**config.mk**
```make
export PLATFORM = sky130hd
export DESIGN_NAME = mac_kind_lookup_table_top_flat
export DESIGN_NICKNAME = d
export VERILOG_FILES = /design/src/mkl_pkg.sv /design/src/mkl_req_if.sv /design/src/mkl_rsp_if.sv /design/src/mkl_ram.sv /design/src/mac_kind_lookup_table_top.sv /design/src/flat_wrapper.sv
export SDC_FILE = /design/constraint.sdc
export NUM_CORES = 1
export LEC_CHECK = 0
export BUFFER_PORTS_ARGS = -buffer_cell sky130_fd_sc_hd__buf_2
export CORE_MARGIN = 4
export CORE_UTILIZATION = 55
export CTS_CLUSTER_DIAMETER = 120
export DETAILED_ROUTE_END_ITERATION = 10
export GPL_ROUTABILITY_DRIVEN = 0
export PLACE_DENSITY = 0.78
export SYNTH_ARGS = -nofsm -noshare
export SYNTH_HDL_FRONTEND = slang
export SYNTH_HIERARCHICAL = 1
export SYNTH_SLANG_ARGS = --single-unit
```
**constraint.sdc**
```tcl
create_clock -name clk -period 10.7 [get_ports clk]
set_input_delay 0.535 -clock clk [delete_from_list [all_inputs] [get_ports clk]]
set_output_delay 0.535 -clock clk [all_outputs]
set_load 0.03 [all_outputs]
```
**src/mkl_pkg.sv**
```systemverilog
// ----------------------------------------------------------------------------
// mkl_pkg
// Shared widths, codes and defaults for the MAC kind lookup table.
// ----------------------------------------------------------------------------
`default_nettype none

package mkl_pkg;

  localparam int MAC_W  = 48;
  localparam int KIND_W = 8;
  localparam int CNT_W  = 4;
  localparam int REQ_W  = 2;
  localparam int ST_W   = 2;

  // Default number of table slots.
  localparam int SLOT_COUNT_DEF = 8;

  // Most result beats that one list request may produce.
  localparam logic [CNT_W-1:0] MAX_RESULTS = 4'd8;

  typedef enum logic [REQ_W-1:0] {
    REQ_LOOKUP = 2'd0,
    REQ_SET    = 2'd1,
    REQ_LIST   = 2'd2,
    REQ_CLEAR  = 2'd3
  } req_t;

  localparam logic [ST_W-1:0] ST_DONE = 2'd0;
  localparam logic [ST_W-1:0] ST_SAME = 2'd1;
  localparam logic [ST_W-1:0] ST_FULL = 2'd2;

endpackage

`default_nettype wire

```
**src/mkl_req_if.sv**
```systemverilog
// ----------------------------------------------------------------------------
// mkl_req_if
// Request channel: one beat carries one table request.
// ----------------------------------------------------------------------------
`default_nettype none

interface mkl_req_if;
  logic                       valid;
  logic                       ready;
  logic [mkl_pkg::REQ_W-1:0]  req_type;
  logic [mkl_pkg::MAC_W-1:0]  mac_key;
  logic [mkl_pkg::KIND_W-1:0] kind_value;
  logic [mkl_pkg::CNT_W-1:0]  list_cap;

  modport source (output valid, req_type, mac_key, kind_value, list_cap, input ready);
  modport sink   (input valid, req_type, mac_key, kind_value, list_cap, output ready);
endinterface

`default_nettype wire

```
**src/mkl_rsp_if.sv**
```systemverilog
// ----------------------------------------------------------------------------
// mkl_rsp_if
// Result channel: one beat carries one result of a table request.
// ----------------------------------------------------------------------------
`default_nettype none

interface mkl_rsp_if;
  logic                       valid;
  logic                       ready;
  logic [mkl_pkg::ST_W-1:0]   status;
  logic [mkl_pkg::KIND_W-1:0] kind_out;
  logic [mkl_pkg::MAC_W-1:0]  mac_out;
  logic                       entry_valid;
  logic [mkl_pkg::CNT_W-1:0]  entry_count;
  logic                       last;

  modport source (output valid, status, kind_out, mac_out, entry_valid, entry_count, last,
                  input ready);
  modport sink   (input valid, status, kind_out, mac_out, entry_valid, entry_count, last,
                  output ready);
endinterface

`default_nettype wire

```
**src/mkl_ram.sv**
```systemverilog
// ----------------------------------------------------------------------------
// mkl_ram
// Generic simple dual-port RAM: one write port, one registered read port.
// ----------------------------------------------------------------------------
`default_nettype none

module mkl_ram #(
  parameter int WIDTH  = 8,
  parameter int DEPTH  = 8,
  parameter int ADDR_W = (DEPTH > 1) ? $clog2(DEPTH) : 1
) (
  input  wire logic              clk,
  input  wire logic              we,
  input  wire logic [ADDR_W-1:0] waddr,
  input  wire logic [WIDTH-1:0]  wdata,
  input  wire logic [ADDR_W-1:0] raddr,
  output logic      [WIDTH-1:0]  rdata
);

  logic [WIDTH-1:0] mem [DEPTH];

  always_ff @(posedge clk) begin
    if (we) begin
      mem[waddr] <= wdata;
    end
    rdata <= mem[raddr];
  end

endmodule

`default_nettype wire

```
**src/mac_kind_lookup_table_top.sv**
```systemverilog
// ----------------------------------------------------------------------------
// mac_kind_lookup_table_top
// Fully associative MAC-to-kind table with lookup, set, list and clear.
// ----------------------------------------------------------------------------
// Timing: a lookup or set walks the slots and answers once the walk ends,
//   earlier on a hit; clear and an empty list skip the walk, and a list
//   entry leaves as the walk reaches its slot.
// Throughput: one request at a time with one RAM read per cycle; the walk
//   holds while a list entry waits for the output register.
// Reset: the used marks clear at once; the key and kind RAM is never cleared.
// ----------------------------------------------------------------------------
`default_nettype none

module mac_kind_lookup_table_top #(
  parameter int SLOT_COUNT = mkl_pkg::SLOT_COUNT_DEF
) (
  input wire logic clk,
  input wire logic rst,
  mkl_req_if.sink   req,
  mkl_rsp_if.source rsp
);

  // Address width of a slot index, and a counter width that can also hold
  // SLOT_COUNT itself to mark the end of the walk.
  localparam int AW     = (SLOT_COUNT > 1) ? $clog2(SLOT_COUNT) : 1;
  localparam int CW     = $clog2(SLOT_COUNT + 1);
  localparam int WORD_W = mkl_pkg::MAC_W + mkl_pkg::KIND_W;

  typedef enum logic [2:0] {
    S_IDLE   = 3'b001,
    S_WALK   = 3'b010,
    S_FINISH = 3'b100
  } state_t;

  state_t state;

  // The used marks live in flip-flops so that reset and clear empty the table
  // at once; keys and kinds live in the RAM.
  logic [SLOT_COUNT-1:0] used;

  // Captured request.
  mkl_pkg::req_t              req_q;
  logic [mkl_pkg::MAC_W-1:0]  key_q;
  logic [mkl_pkg::KIND_W-1:0] kval_q;
  logic [mkl_pkg::CNT_W-1:0]  cap_q;

  // Walk state. idx is the next slot to read; pidx is the slot whose RAM data
  // arrives this cycle, and pend says that this data is meaningful.
  logic [CW-1:0]              idx;
  logic [AW-1:0]              pidx;
  logic                       pend;
  logic [mkl_pkg::CNT_W-1:0]  cnt;

  // Search results gathered by the walk for lookup and set.
  logic                       match;
  logic [AW-1:0]              midx;
  logic [mkl_pkg::KIND_W-1:0] mkind;
  logic                       free_found;
  logic [AW-1:0]              fidx;

  // Output register.
  logic                       out_valid;
  logic [mkl_pkg::ST_W-1:0]   out_status;
  logic [mkl_pkg::KIND_W-1:0] out_kind;
  logic [mkl_pkg::MAC_W-1:0]  out_mac;
  logic                       out_entry_valid;
  logic [mkl_pkg::CNT_W-1:0]  out_count;
  logic                       out_last;

  // RAM ports.
  logic              ram_we;
  logic [AW-1:0]     ram_waddr;
  logic [WORD_W-1:0] ram_wdata;
  logic [AW-1:0]     ram_raddr;
  logic [WORD_W-1:0] ram_rdata;

  logic [mkl_pkg::MAC_W-1:0]  rd_mac;
  logic [mkl_pkg::KIND_W-1:0] rd_kind;
  logic                       cur_used;
  logic                       hit;
  logic                       list_emit;
  logic                       advance;
  logic                       at_end;
  logic                       space;
  logic [SLOT_COUNT-1:0]      above;
  logic                       list_last;
  logic [mkl_pkg::CNT_W-1:0]  cap_sat;
  logic                       list_empty;

  mkl_ram #(
    .WIDTH (WORD_W),
    .DEPTH (SLOT_COUNT),
    .ADDR_W(AW)
  ) u_slot_ram (
    .clk  (clk),
    .we   (ram_we),
    .waddr(ram_waddr),
    .wdata(ram_wdata),
    .raddr(ram_raddr),
    .rdata(ram_rdata)
  );

  assign req.ready = (state == S_IDLE);

  assign rsp.valid       = out_valid;
  assign rsp.status      = out_status;
  assign rsp.kind_out    = out_kind;
  assign rsp.mac_out     = out_mac;
  assign rsp.entry_valid = out_entry_valid;
  assign rsp.entry_count = out_count;
  assign rsp.last        = out_last;

  // The output register can take a new beat when it is empty or is being
  // drained in this same cycle.
  assign space = !out_valid || rsp.ready;

  assign cap_sat = (req.list_cap > mkl_pkg::MAX_RESULTS) ? mkl_pkg::MAX_RESULTS
                                                          : req.list_cap;
  assign list_empty = (cap_sat == '0) || (used == '0);

  assign rd_mac  = ram_rdata[mkl_pkg::KIND_W +: mkl_pkg::MAC_W];
  assign rd_kind = ram_rdata[mkl_pkg::KIND_W-1:0];

  assign cur_used  = pend && used[pidx];
  assign hit       = cur_used && (rd_mac == key_q);
  assign list_emit = (req_q == mkl_pkg::REQ_LIST) && cur_used;
  assign at_end    = (idx == CW'(SLOT_COUNT));

  // A list entry that cannot leave yet holds the walk, and the RAM re-reads
  // the same slot so its data is still there next cycle.
  assign advance   = !(list_emit && !space);
  assign ram_raddr = advance ? idx[AW-1:0] : pidx;

  // A listed entry is the last one when it fills the cap or when no used
  // slot follows it. The used marks do not change during a list.
  always_comb begin
    for (int j = 0; j < SLOT_COUNT; j++) begin
      above[j] = used[j] && (AW'(j) > pidx);
    end
  end
  assign list_last = ((cnt + 4'd1) == cap_q) || (above == '0);

  // RAM write: a set either rewrites the kind of the matching slot or
  // claims the lowest free slot, once the walk has finished.
  always_comb begin
    ram_we    = 1'b0;
    ram_waddr = match ? midx : fidx;
    ram_wdata = {key_q, kval_q};
    if (state == S_FINISH && space && req_q == mkl_pkg::REQ_SET) begin
      if (match) begin
        ram_we = (mkind != kval_q);
      end else begin
        ram_we = free_found;
      end
    end
  end

  always_ff @(posedge clk) begin
    if (rst) begin
      state     <= S_IDLE;
      used      <= '0;
      out_valid <= 1'b0;
      pend      <= 1'b0;
    end else begin
      if (out_valid && rsp.ready) begin
        out_valid <= 1'b0;
      end

      case (state)
        S_IDLE: begin
          if (req.valid) begin
            req_q      <= mkl_pkg::req_t'(req.req_type);
            key_q      <= req.mac_key;
            kval_q     <= req.kind_value;
            cap_q      <= cap_sat;
            idx        <= '0;
            pend       <= 1'b0;
            cnt        <= '0;
            match      <= 1'b0;
            free_found <= 1'b0;
            if (req.req_type == mkl_pkg::REQ_CLEAR) begin
              state <= S_FINISH;
            end else if (req.req_type == mkl_pkg::REQ_LIST && list_empty) begin
              state <= S_FINISH;
            end else begin
              state <= S_WALK;
            end
          end
        end

        S_WALK: begin
          if (req_q == mkl_pkg::REQ_LIST) begin
            if (list_emit && space) begin
              out_valid       <= 1'b1;
              out_status      <= mkl_pkg::ST_DONE;
              out_kind        <= rd_kind;
              out_mac         <= rd_mac;
              out_entry_valid <= 1'b1;
              out_count       <= cnt + 4'd1;
              out_last        <= list_last;
              cnt             <= cnt + 4'd1;
              if (list_last) begin
                state <= S_IDLE;
              end
            end
          end else begin
            if (hit) begin
              match <= 1'b1;
              midx  <= pidx;
              mkind <= rd_kind;
              state <= S_FINISH;
            end else begin
              if (pend && !used[pidx] && !free_found) begin
                free_found <= 1'b1;
                fidx       <= pidx;
              end
              if (at_end) begin
                state <= S_FINISH;
              end
            end
          end

          if (advance) begin
            if (!at_end) begin
              pidx <= idx[AW-1:0];
              idx  <= idx + CW'(1);
              pend <= 1'b1;
            end else begin
              pend <= 1'b0;
            end
          end
        end

        S_FINISH: begin
          if (space) begin
            out_valid       <= 1'b1;
            out_status      <= mkl_pkg::ST_DONE;
            out_kind        <= '0;
            out_mac         <= '0;
            out_entry_valid <= 1'b0;
            out_count       <= '0;
            out_last        <= 1'b1;
            case (req_q)
              mkl_pkg::REQ_LOOKUP: begin
                out_kind        <= match ? mkind : '0;
                out_entry_valid <= match;
              end
              mkl_pkg::REQ_SET: begin
                if (match) begin
                  if (mkind == kval_q) begin
                    out_status <= mkl_pkg::ST_SAME;
                  end
                end else if (free_found) begin
                  used[fidx] <= 1'b1;
                end else begin
                  out_status <= mkl_pkg::ST_FULL;
                end
              end
              mkl_pkg::REQ_CLEAR: begin
                used <= '0;
              end
              default: begin
                // An empty list answers with a single bare beat.
              end
            endcase
            state <= S_IDLE;
          end
        end

        default: begin
          state <= S_IDLE;
        end
      endcase
    end
  end

  // A list walk only starts with at least one used slot, so it always meets
  // a last entry before running off the end of the table.
  a_list_walk_nonempty: assert property (@(posedge clk) disable iff (rst)
    (state == S_WALK && req_q == mkl_pkg::REQ_LIST) |-> (used != '0))
    else $error("list walk running over an empty table");

  // The slot RAM is written only when a set request finishes.
  a_write_only_on_set: assert property (@(posedge clk) disable iff (rst)
    ram_we |-> (state == S_FINISH && req_q == mkl_pkg::REQ_SET))
    else $error("slot RAM written outside a finishing set");

  // A finishing clear leaves every slot unused.
  a_clear_empties: assert property (@(posedge clk) disable iff (rst)
    (state == S_FINISH && space && req_q == mkl_pkg::REQ_CLEAR) |=> (used == '0))
    else $error("used marks not cleared by clear");

  // A list never returns more entries than its cap.
  a_list_within_cap: assert property (@(posedge clk) disable iff (rst)
    (state == S_WALK && req_q == mkl_pkg::REQ_LIST) |-> (cnt < cap_q))
    else $error("list count reached cap while still walking");

endmodule

`default_nettype wire

```
**src/flat_wrapper.sv**
```systemverilog
// flat-port wrapper written by rule: the top's interface ports become plain ports
module mac_kind_lookup_table_top_flat 
#(
  parameter int SLOT_COUNT = mkl_pkg::SLOT_COUNT_DEF
)
  (clk, rst, req_valid, req_req_type, req_mac_key, req_kind_value, req_list_cap, req_ready, rsp_valid, rsp_status, rsp_kind_out, rsp_mac_out, rsp_entry_valid, rsp_entry_count, rsp_last, rsp_ready);
  mkl_req_if req_i ();
  mkl_rsp_if rsp_i ();
  input wire logic clk;
  input wire logic rst;
  input wire logic [$bits(req_i.valid)-1:0] req_valid;
  input wire logic [$bits(req_i.req_type)-1:0] req_req_type;
  input wire logic [$bits(req_i.mac_key)-1:0] req_mac_key;
  input wire logic [$bits(req_i.kind_value)-1:0] req_kind_value;
  input wire logic [$bits(req_i.list_cap)-1:0] req_list_cap;
  output wire logic [$bits(req_i.ready)-1:0] req_ready;
  output wire logic [$bits(rsp_i.valid)-1:0] rsp_valid;
  output wire logic [$bits(rsp_i.status)-1:0] rsp_status;
  output wire logic [$bits(rsp_i.kind_out)-1:0] rsp_kind_out;
  output wire logic [$bits(rsp_i.mac_out)-1:0] rsp_mac_out;
  output wire logic [$bits(rsp_i.entry_valid)-1:0] rsp_entry_valid;
  output wire logic [$bits(rsp_i.entry_count)-1:0] rsp_entry_count;
  output wire logic [$bits(rsp_i.last)-1:0] rsp_last;
  input wire logic [$bits(rsp_i.ready)-1:0] rsp_ready;
  assign req_i.valid = req_valid;
  assign req_i.req_type = req_req_type;
  assign req_i.mac_key = req_mac_key;
  assign req_i.kind_value = req_kind_value;
  assign req_i.list_cap = req_list_cap;
  assign req_ready = req_i.ready;
  assign rsp_valid = rsp_i.valid;
  assign rsp_status = rsp_i.status;
  assign rsp_kind_out = rsp_i.kind_out;
  assign rsp_mac_out = rsp_i.mac_out;
  assign rsp_entry_valid = rsp_i.entry_valid;
  assign rsp_entry_count = rsp_i.entry_count;
  assign rsp_last = rsp_i.last;
  assign rsp_i.ready = rsp_ready;
  mac_kind_lookup_table_top #(.SLOT_COUNT(SLOT_COUNT)) u_core (.clk(clk), .rst(rst), .req(req_i), .rsp(rsp_i));
endmodule
```
======== Word-level counts from Yosys, hierarchy flattened ========
Memories as Yosys holds them, arrays and structs flattened. A register that Yosys moved wholly into a read port is not among the register bits.
Cells that the tools add are included.
storage, ports and cells
  flip-flop bits (word level) ............. 166
  RAM bits ................................ 448
  input bits .............................. 66
  output and inout port bits .............. 66
  word-level logic and storage cells ...... 193
  memories kept ........................... 1
memory list
  name                   depth  bits a word  rd ports  clocked after memory_dff  write ports  RTL line       text
  u_core.u_slot_ram.mem  8      56           1         1                         1            mkl_ram.sv:20  logic [WIDTH-1:0] mem [DEPTH];
cells by class
  add/subtract/negate cells ............... 2
  $lt $le $gt $ge ......................... 12
  equal/unequal tests ..................... 28
  multiplexer cells ....................... 76
  bitwise operators ....................... 6
  reduce and logical (&&, ||, !) cells .... 46
operators by type and width
  cell                                                    number
  2-to-1 mux 48 bit                                       3
  case mux 48 bit (2 select lines)                        1
  2-to-1 mux 8 bit                                        7
  equality test 48 bit                                    1
  AND reduction 5 bit                                     7
  2-to-1 mux 3 bit                                        11
  case mux 8 bit (2 select lines)                         2
  2-to-1 mux 4 bit                                        7
  2-to-1 mux 1 bit                                        26
  case mux 4 bit (2 select lines)                         3
  logical AND 1 bit                                       20
  logical NOT 8 bit                                       2
  > comparator 3 bit (first input constant)               4
  2-to-1 mux 2 bit                                        6
  inequality test 2 x 1 -> 1 bit (second input constant)  6
  inequality test 2 bit (second input constant)           6
  case mux 1 bit (2 select lines)                         6
  case mux 3 bit (3 select lines)                         1
  adder 4 x 1 -> 4 bit (second input constant)            2
  equality test 2 bit (second input constant)             4
  equality test 8 bit                                     1
  < comparator 3 x 4 -> 1 bit (second input constant)     2
  inequality test 8 bit                                   1
  bitwise OR 8 bit                                        1
  25 further kinds                                        40

======== Longest topological paths before layout ========
Gate-level depths: netlist (run 1).
  depth in word-level cells ............... 9
  depth in mapped cells ................... 11
  mapped depth without buffers ............ 8

======== Hierarchy ========
The synthesis (run 1) kept the hierarchy.
modules (own cells, without submodules)
  module                     instances  cells each  area each (µm²)
  mkl_ram                    1          716         17,974.7
  mac_kind_lookup_table_top  1          459         6,815.3

======== Worst setup path before layout (run 1) ========
No wires, ideal clock.
  path kind ............................... register to register
  start ................................... register u_core.state[2]
  end ..................................... register u_core.out_count (netlist bit u_core/rsp.entry_count[0]) (enable)
  data arrival time ....................... 5,710 ps
  path slack .............................. 4,425 ps
  cell stages (with the launch flop) ...... 6
  path buffers ............................ 1
  clock period less this slack ............ 6,275 ps
  path through ............................ dfxtp_1 or3b_2 inv_1 clkbuf_1 a21oi_1 nor3_1
on the way
  longest elaborated chain between the ends .. 3
  elaborated cells on any way between the ends .. 7
  those cells by class .................... eq/ne (5); reduce/logical (2)
RTL lines
  element                                                                         RTL line                          text
  from (decl)                                                                     mac_kind_lookup_table_top.sv:35   state_t state;
  from (signal assigned)                                                          mac_kind_lookup_table_top.sv:160  state <= S_IDLE;
  from (signal assigned)                                                          mac_kind_lookup_table_top.sv:182  state <= S_FINISH;
  from (signal assigned)                                                          mac_kind_lookup_table_top.sv:184  state <= S_FINISH;
  equality test 3 bit or equality test 3 x 2 -> 1 bit (tied branches)             mac_kind_lookup_table_top.sv:169  case (state)
  inequality test 2 x 1 -> 1 bit (no line) or nonzero test 2 bit (tied branches)  -
  AND reduction 5 bit (no line) (*)                                               -
  to (signal assigned)                                                            mac_kind_lookup_table_top.sv:199  out_count <= cnt + 4'd1;
  to (decl)                                                                       mac_kind_lookup_table_top.sv:67   logic [mkl_pkg::CNT_W-1:0] out_count;
Every way passes the cells marked *; elsewhere a longest branch is shown, timed or not.
A chain may end at the register's enable or synchronous reset.

======== Final worst setup path (run 1) ========
  start ................................... register u_core.pidx[0]
  end ..................................... register u_core.u_slot_ram.rdata[45] (read register of u_core.u_slot_ram.mem)
on the way
  longest elaborated chain between the ends .. 6
RTL lines
  element                                 RTL line                          text
  from (decl)                             mac_kind_lookup_table_top.sv:50   logic [AW-1:0] pidx;
  from (signal assigned)                  mac_kind_lookup_table_top.sv:225  pidx <= idx[AW-1:0];
  binary-select mux 1 bit (select 3 bit)  mac_kind_lookup_table_top.sv:124  assign cur_used = pend && used[pidx];
  2-to-1 mux 1 bit (implied by the code)  mac_kind_lookup_table_top.sv:124
  logical AND 1 bit                       mac_kind_lookup_table_top.sv:124
  logical AND 1 bit                       mac_kind_lookup_table_top.sv:126  assign list_emit = (req_q == mkl_pkg::REQ_LIST) && cur_used;
  logical AND 1 bit                       mac_kind_lookup_table_top.sv:131  assign advance = !(list_emit && !space);
  2-to-1 mux 3 bit (*)                    mac_kind_lookup_table_top.sv:132  assign ram_raddr = advance ? idx[AW-1:0] : pidx;
  via u_core.ram_raddr[0]                 mac_kind_lookup_table_top.sv:74   logic [AW-1:0] ram_raddr;
  to (decl)                               mkl_ram.sv:17                     output logic [WIDTH-1:0] rdata
The timed path passes the listed nets; every way through them passes the cells marked *. The select of a mux whose other input is x is not followed.

==> impl_metrics.csv, run 1 <==
group,metric,value,unit
sta,relSlewSlack,0.291,
power_and_ir_drop,power_density,222,nW/um2
clock_network,tritoncts,"done",
clock_network,clock_latency,0.58,ns
sta,tns,0,ns
global_route,grt-ovfl-total,0,
detailed_routing,routed_wl,49300,um
die,die_y,220,um
setup_path,cp_slowest_cell,"buf_4",
global_route,track_usage,0.209,
sta,tightest_slew,1.06,ns
sta,finalMaxSlewViolations,0,
setup_path,crit_type,"reg -> reg",
synth,synth.distinct_cells,45,
outcome,status,"finished, final reports clean",
global_route,grt_max_degree,65,
power_and_ir_drop,vdd_ir_drop_max,0.166,mV
sta,finalCriticalPeriod,4.43,ns
clock_network,path_clk_slew,0.06,ns
synth,synthesis.area,24800,um2
layout,fin_nets,1416,
setup_path,crit_family,"multiplexers",
job,maxCapViolations,0,
setup_path,cp-end-kind,"flop",
setup_path,arrival,4.88,ns
die,die_x,220,um
place,hpwl,27300,um
sta,skew,0.0201,ns
sta,finalCritPeriodShare,0.414,
synth,avgSynthCellArea,21.1,um2
setup_path,crit_buf_inv,1,
detailed_routing,vias,11612,
place,port_buffers,131,
setup_path,cpPeakStageDelay,0.87,ns
sta,hold_viol_final,0,
synth,yosys.area_share.xor_xnor,0.0226,
detailed_routing,dr.first_iter.drc_count,1099,
synth,synth.ff_latch_count,670,
synth,synth_top_family_by_area,"multiplexers",
layout,syn_to_final_growth,14.5,%
detailed_routing,ant_nets,0,
synth,yosysSeqAreaShare,0.784,
sta,grt_setup_unrepaired,"no",
die,row_count,77,
die,ios,132,
detailed_routing,firstDrtPassIters,5,
detailed_routing,wl_per_cell,24.8,um
power_and_ir_drop,leakage,0.00939,uW
synth,synth_mux_area_frac,0.132,
synth,synthFlopType,"edfxtp_1",
die,die_area,48500,um2
sta,setup_viol,0,
synth,syn_nets,1244,
layout,final.fill_count,2859,
global_route,grt_pass1_vias,12065,
layout,drive_gt1_frac,0.314,
clock_network,clock_path_buffers,3,
synth,ys_warn_count,6,
synth,synth_edf_count,601,
setup_path,path_cells,"mux4_1 > mux2_4 > nand2_4 > nor2_1 > nand2_2 > mux2_8 > buf_4 > mux4_2 > mux2_2",
clock_network,cts-resized-gates,0,
setup_path,required,11.15,ns
global_route,antenna_found_initial,2,
synth,synth_cells,1175,
worst_hold_path,hp-class,"in -> reg",
clock_network,cts-root-buf,"clkbuf_16",
synth,synthArstFlopShare,0,
die,coreArea,44400,um2
power_and_ir_drop,power,6300,uW
sta,timing.fmax,0.226,GHz
synth,yosys.area_share.simple,0.0367,
clock_network,cts_setup_buffers,0,
layout,final_core_util,0.639,
die,start_util,0.558,
detailed_routing,vias_per_cell,5.83,
layout,antenna-diode-count,0,
clock_network,holdBufCountCts,0,
clock_network,cts_made_buffers,66,
clock_network,htreeDepth,3,
detailed_routing,drcViolationCount,0,
setup_path,start_kind,"flop",
synth,synth_compound_area_frac,0.0129,
clock_network,cts_sinks,670,
setup_path,crit_path_max_fanout,63,
synth,synthAdderAreaFrac,0.00151,
global_route,grt_pass1_wl,74400,um
cells in the mapped netlist, types with 13 or more instances:
cell	count	area share
xnor2_1	13	0.0046
clkbuf_1	24	0.0036
a21oi_1	18	0.0036
nor4_1	15	0.0038
mux2_2	60	0.027
nor2_1	35	0.0053
and2_1	52	0.013
edfxtp_1	601	0.73
xor2_1	51	0.018
dfxtp_1	69	0.056
nand2_1	19	0.0029
mux4_2	112	0.10
final timing paths:
check                                startpoint                                  end  slack, ns  depth (start not counted)
max                    u_core/pidx[0]$_DFFE_PP_  u_core/u_slot_ram/rdata[45]$_DFF_P_       6.27                          9
max reg2reg            u_core/pidx[0]$_DFFE_PP_  u_core/u_slot_ram/rdata[45]$_DFF_P_       6.27                          9
min reg2reg  u_core/u_slot_ram/rdata[5]$_DFF_P_            u_core/mkind[5]$_DFFE_PP_       0.43                          0
min                              req_mac_key[9]            u_core/key_q[9]$_DFFE_PP_       0.13                          1
cell families (layout without fill, tap and decap cells):
kind of cell	count (synthesis)	count (layout)
flops	670	670
mux	175	175
simple gates	164	164
xor+xnor	64	64
buf+inv	52	276
compound gates	47	47
fa+ha+maj	3	3
stage by stage:
| step | instance area (um2) | hold slack, ns | instances | worst slack, ns |
|---|---|---|---|---|
| floorplan | 24800 | 0.409 | 1175 | 4.43 |
| global placement | 26200 | 0.416 | 1871 | 6.31 |
| detailed placement | 26200 | 0.424 | 1871 | 6.22 |
| CTS | 28400 | 0.107 | 1991 | 6.21 |
| global route | 28400 | 0.113 | 1991 | 5.93 |
| finish | 28400 | 0.133 | 1991 | 6.27 |
worst reg2reg max path, stage by stage (launching register included):
cell and delay [ns]:
edfxtp_1 0.49, mux4_1 0.58, mux2_4 0.30, nand2_4 0.10, nor2_1 0.09, nand2_2 0.18
mux2_8 0.69, buf_4 0.92, mux4_2 0.68, mux2_2 0.27
layout make-up:
cell class / instances / area (um2) / share of cell area
multi-input cells: 453 / 5190 / 0.183
flip-flops and latches: 670 / 19400 / 0.685
clock buffers: 90 / 1870 / 0.0657
repair buffers: 147 / 776 / 0.0273
clock inverters: 30 / 335 / 0.0118
well taps: 592 / 741 / 0.0261
inverters: 9 / 33.8 / 0.00119
layout by cell type (no fill, tap or decap), types with 3 or more instances in the layout:
cell type and n:
a31oi_1 3, bufinv_16 7, clkinv_1 9, a22o_1 8
nor2_4 7, nand2_1 18, buf_2 131, clkbuf_16 69
xor2_1 51, clkbuf_1 15, nor2_1 28, inv_1 9
clkbuf_8 6, ha_1 3, buf_4 16, nor3_2 4
nor4_1 15, nor3_1 4, o21ai_0 3, clkinv_2 8
o21bai_1 3, nand4_1 4, a21oi_1 18, dfxtp_1 69
mux2_2 58, and2_1 52, nand3_1 7, xnor2_1 13
clkinvlp_4 3, edfxtp_1 601, mux4_2 112, nand2b_1 6
nor2b_1 9
layer usage:
metal	part of all wire	GRT usage	vias up
li1	-	-	5043
met4	0.017	0.0496	0
met1	0.41	0.298	6022
met3	0.079	0.0452	55
met2	0.50	0.337	492
met5	0	0	-
registers in the layout, indices dropped and copies added, names as in the netlist, 8 cells and up:
signal,cells
u_core/rsp.mac_out,48
u_core/kval_q,8
u_core/mkind,8
u_core/key_q,48
u_core/rsp.kind_out,8
u_core/used,8
u_core/u_slot_ram/mem,448
u_core/u_slot_ram/rdata,56
power by group:
part / total [uW] / switching (uW) / internal (uW)
sequential: 3310 / 178 / 3140
combinational: 677 / 392 / 285
clock: 2310 / 918 / 1390
No activity file was read; power rests on OpenSTA's default activity.
==> run 2: changes to the inputs <==
- ABC_AREA: default -> 1
- PLACE_DENSITY: 0.78 -> 0.8
- clock period: 10.7 -> 4 ns (I/O delays scaled with it)
==> impl_metrics.csv, run 2 <==
group,metric,value,unit
die,die_y,234,um
global_route,antenna_found_initial,0,
clock_network,htreeDepth,3,
worst_hold_path,hp-start,"rsp_ready",
die,ios,132,
die,die_area,54600,um2
sta,tightest_slew,1.04,ns
setup_path,start_kind,"flop",
setup_path,arrival,3.71,ns
sta,timing.fmax,0.309,GHz
synth,synthesis.area,28000,um2
setup_path,cpPeakStageDelay,0.76,ns
sta,finalCritPeriodShare,0.809,
global_route,grt_pass1_vias,19015,
layout,drive_gt1_frac,0.104,
setup_path,cp-end-kind,"flop",
synth,synthTopCellsByArea,"edfxtp_1 (64%), nand2_1 (12%), inv_1 (7.8%), dfxtp_1 (4.9%), nand3_1 (4.3%)",
clock_network,cts_sinks,670,
setup_path,crit_path_max_fanout,224,
sta,hold_viol_final,0,
setup_path,worstReg2RegStart,"u_core/pidx[1]$_DFFE_PP_",
synth,synthFlopType,"edfxtp_1",
power_and_ir_drop,internal_power,13400,uW
place,port_buffers,131,
die,die_x,234,um
detailed_routing,vias_per_cell,5.18,
layout,final_core_util,0.643,
setup_path,cp_slowest_cell,"buf_12",
power_and_ir_drop,clkPwrFrac,0.339,
clock_network,tritoncts,"done",
detailed_routing,vias,18944,
synth,synthArstFlopShare,0,
synth,synth_edf_count,601,
clock_network,clock_latency,0.60,ns
detailed_routing,drcViolationCount,0,
global_route,met1_usage,0.299,
sta,setup_viol,0,
global_route,grt_max_degree,225,
clock_network,cts_made_buffers,66,
detailed_routing,ant_nets,0,
synth,avgSynthCellArea,10.3,um2
clock_network,path_clk_slew,0.06,ns
layout,regMostFlops,"u_core/u_slot_ram/mem",
synth,ys_warn_count,6,
setup_path,crit_buf_inv,2,
synth,synth_area_leader_cell,"edfxtp_1",
power_and_ir_drop,p_sw,5440,uW
synth,synthTopCellsByCount,"nand2_1 (906), edfxtp_1 (601), inv_1 (585)",
worst_hold_path,hp-class,"in -> reg",
die,start_util,0.557,
global_route,grt-ovfl-total,0,
layout,final_common_cell,"nand2_1",
layout,reg_top3,"u_core/u_slot_ram/mem: 448 flops, u_core/u_slot_ram/rdata: 56 flops",
layout,final.fill_count,3617,
layout,fin_nets,3001,
global_route,met3_usage,0.0382,
layout,largest_reg_flops,448,
layout,syn_to_final_growth,15.5,%
clock_network,cts-root-buf,"clkbuf_16",
power_and_ir_drop,swShare,0.289,
setup_path,required,4.47,ns
synth,synth.distinct_cells,37,
detailed_routing,dr.first_iter.drc_count,1720,
setup_path,path_cells,"inv_1 > nand3_1 > nand4_2 > nand3_2 > nor2_4 > nand2_2 > o21ai_4 > buf_12 > nand2_1 > nand3_1 > nand2_1 > nand2_1 > nand2_1",
clock_network,cts_setup_buffers,0,
sta,relSlewSlack,0.304,
global_route,track_usage,0.232,
setup_path,crit_family,"simple AND/OR/NAND/NOR gates",
setup_path,cpMostUsedCell,"nand2_1",
layout,antenna-diode-count,0,
power_and_ir_drop,power_density,582,nW/um2
setup_path,crit_type,"reg -> reg",
power_and_ir_drop,leakage,0.0145,uW
place,hpwl,34300,um
die,row_count,82,
synth,synth.ff_latch_count,670,
outcome,status,"finished, final reports clean",
detailed_routing,routed_wl,63500,um
global_route,grt-busiest-layer,"met2",
power_and_ir_drop,p_seq_frac,0.473,
synth,synth_cells,2730,
sta,tns,0,ns
sta,grt_setup_unrepaired,"no",
synth,syn_nets,2799,
global_route,use_met2,0.393,
detailed_routing,firstDrtPassIters,6,
setup_path,startpoint,"u_core/pidx[1]$_DFFE_PP_",
synth,synth_top_area_share,0.645,
synth,synth.most_common_cell,"nand2_1",
clock_network,clock_path_buffers,3,
clock_network,cts-resized-gates,0,
sta,finalCriticalPeriod,3.23,ns
layout,layout_common_cells,"nand2_1 (906), edfxtp_1 (601), inv_1 (584)",
power_and_ir_drop,combPwrFrac,0.188,
sta,finalMaxSlewViolations,0,
sta,skew,0.0298,ns
global_route,grt_pass1_wl,98200,um
job,maxCapViolations,0,
die,coreArea,50300,um2
power_and_ir_drop,vdd_ir_drop_max,0.449,mV
detailed_routing,wl_per_cell,17.4,um
synth,yosysSeqAreaShare,0.694,
run 2: cell types whose count changed after synthesis, moves of 60 or more:
cell | before | now
nor2_1 | 35 | 125
mux4_2 | 112 | 0
nand2_1 | 19 | 906
inv_1 | 9 | 585
mux2_2 | 60 | 0
nand3_1 | 7 | 241
run 2: power by group through the flow:
stage | combinational [uW] | clock, uW | sequential [uW]
finish | 3530 | 6380 | 8890
CTS | 3520 | 6460 | 8880
detailed placement | 3410 | 0 | 9010
floorplan | 2480 | 0 | 8920
global placement | 3290 | 0 | 8980
global route | 3950 | 6780 | 8950
run 2: worst reg2reg max path: cells and delay by family, from the launching register on:
family / cells / cell delay [ns]
compound gates: 1 / 0.29
buf+inv: 2 / 1.00
flops: 1 / 0.48
simple gates: 10 / 1.33
run 2: final cells by class:
| class | instances | area, um2 | share of cell area |
|---|---|---|---|
| Multi-Input combinational cell | 1373 | 5920 | 0.183 |
| Clock inverter | 27 | 323 | 0.00998 |
| Timing Repair Buffer | 230 | 1650 | 0.0509 |
| Inverter | 591 | 2230 | 0.0689 |
| Tap cell | 672 | 841 | 0.0260 |
| Sequential cell | 670 | 19400 | 0.601 |
| Clock buffer | 93 | 1950 | 0.0602 |
run 2: logic make-up (layout without fill, tap and decap cells):
logic type / count (synthesis) / count (layout) / synth area share
simple gates: 1300 / 1300 / 0.189
fa+ha+maj: 3 / 3 / 0.00134
compound gates: 48 / 48 / 0.00948
buf+inv: 687 / 941 / 0.0990
flops: 670 / 670 / 0.694
xor+xnor: 22 / 22 / 0.00688
run 2: metal layers:
metal	vias up	share of wire
met3	157	0.085
met5	-	0
met2	857	0.49
met4	0	0.031
met1	8990	0.39
li1	8940	-
run 2: worst paths after layout:
path | to | slack (ns) | cells after the start
worst max register to register | u_core/u_slot_ram/rdata[15]$_DFF_P_ | 0.77 | 13
worst min register to register | u_core/mkind[6]$_DFFE_PP_ | 0.48 | 0
worst min-delay path | u_core/rsp.valid$_SDFF_PP0_ | 0.11 | 4
worst max-delay path | u_core/u_slot_ram/rdata[15]$_DFF_P_ | 0.77 | 13
run 2: stage by stage:
stage	instances	total power, uW	setup WS (ns)	instance area (um2)	hold slack [ns]
global placement	3472	12300	1.13	29400	0.377
CTS	3656	18900	0.907	32300	0.0829
detailed placement	3472	12400	0.955	29400	0.378
floorplan	2730	11400	0.0811	28000	0.269
finish	3656	18800	0.765	32300	0.112
global route	3656	19700	0.577	32300	0.134
run 2: what timing repair did:
item                                   CTS  global route
setup endpoints to repair                0             0
hold buffers                            64             0
endpoints found under the hold margin   65             0
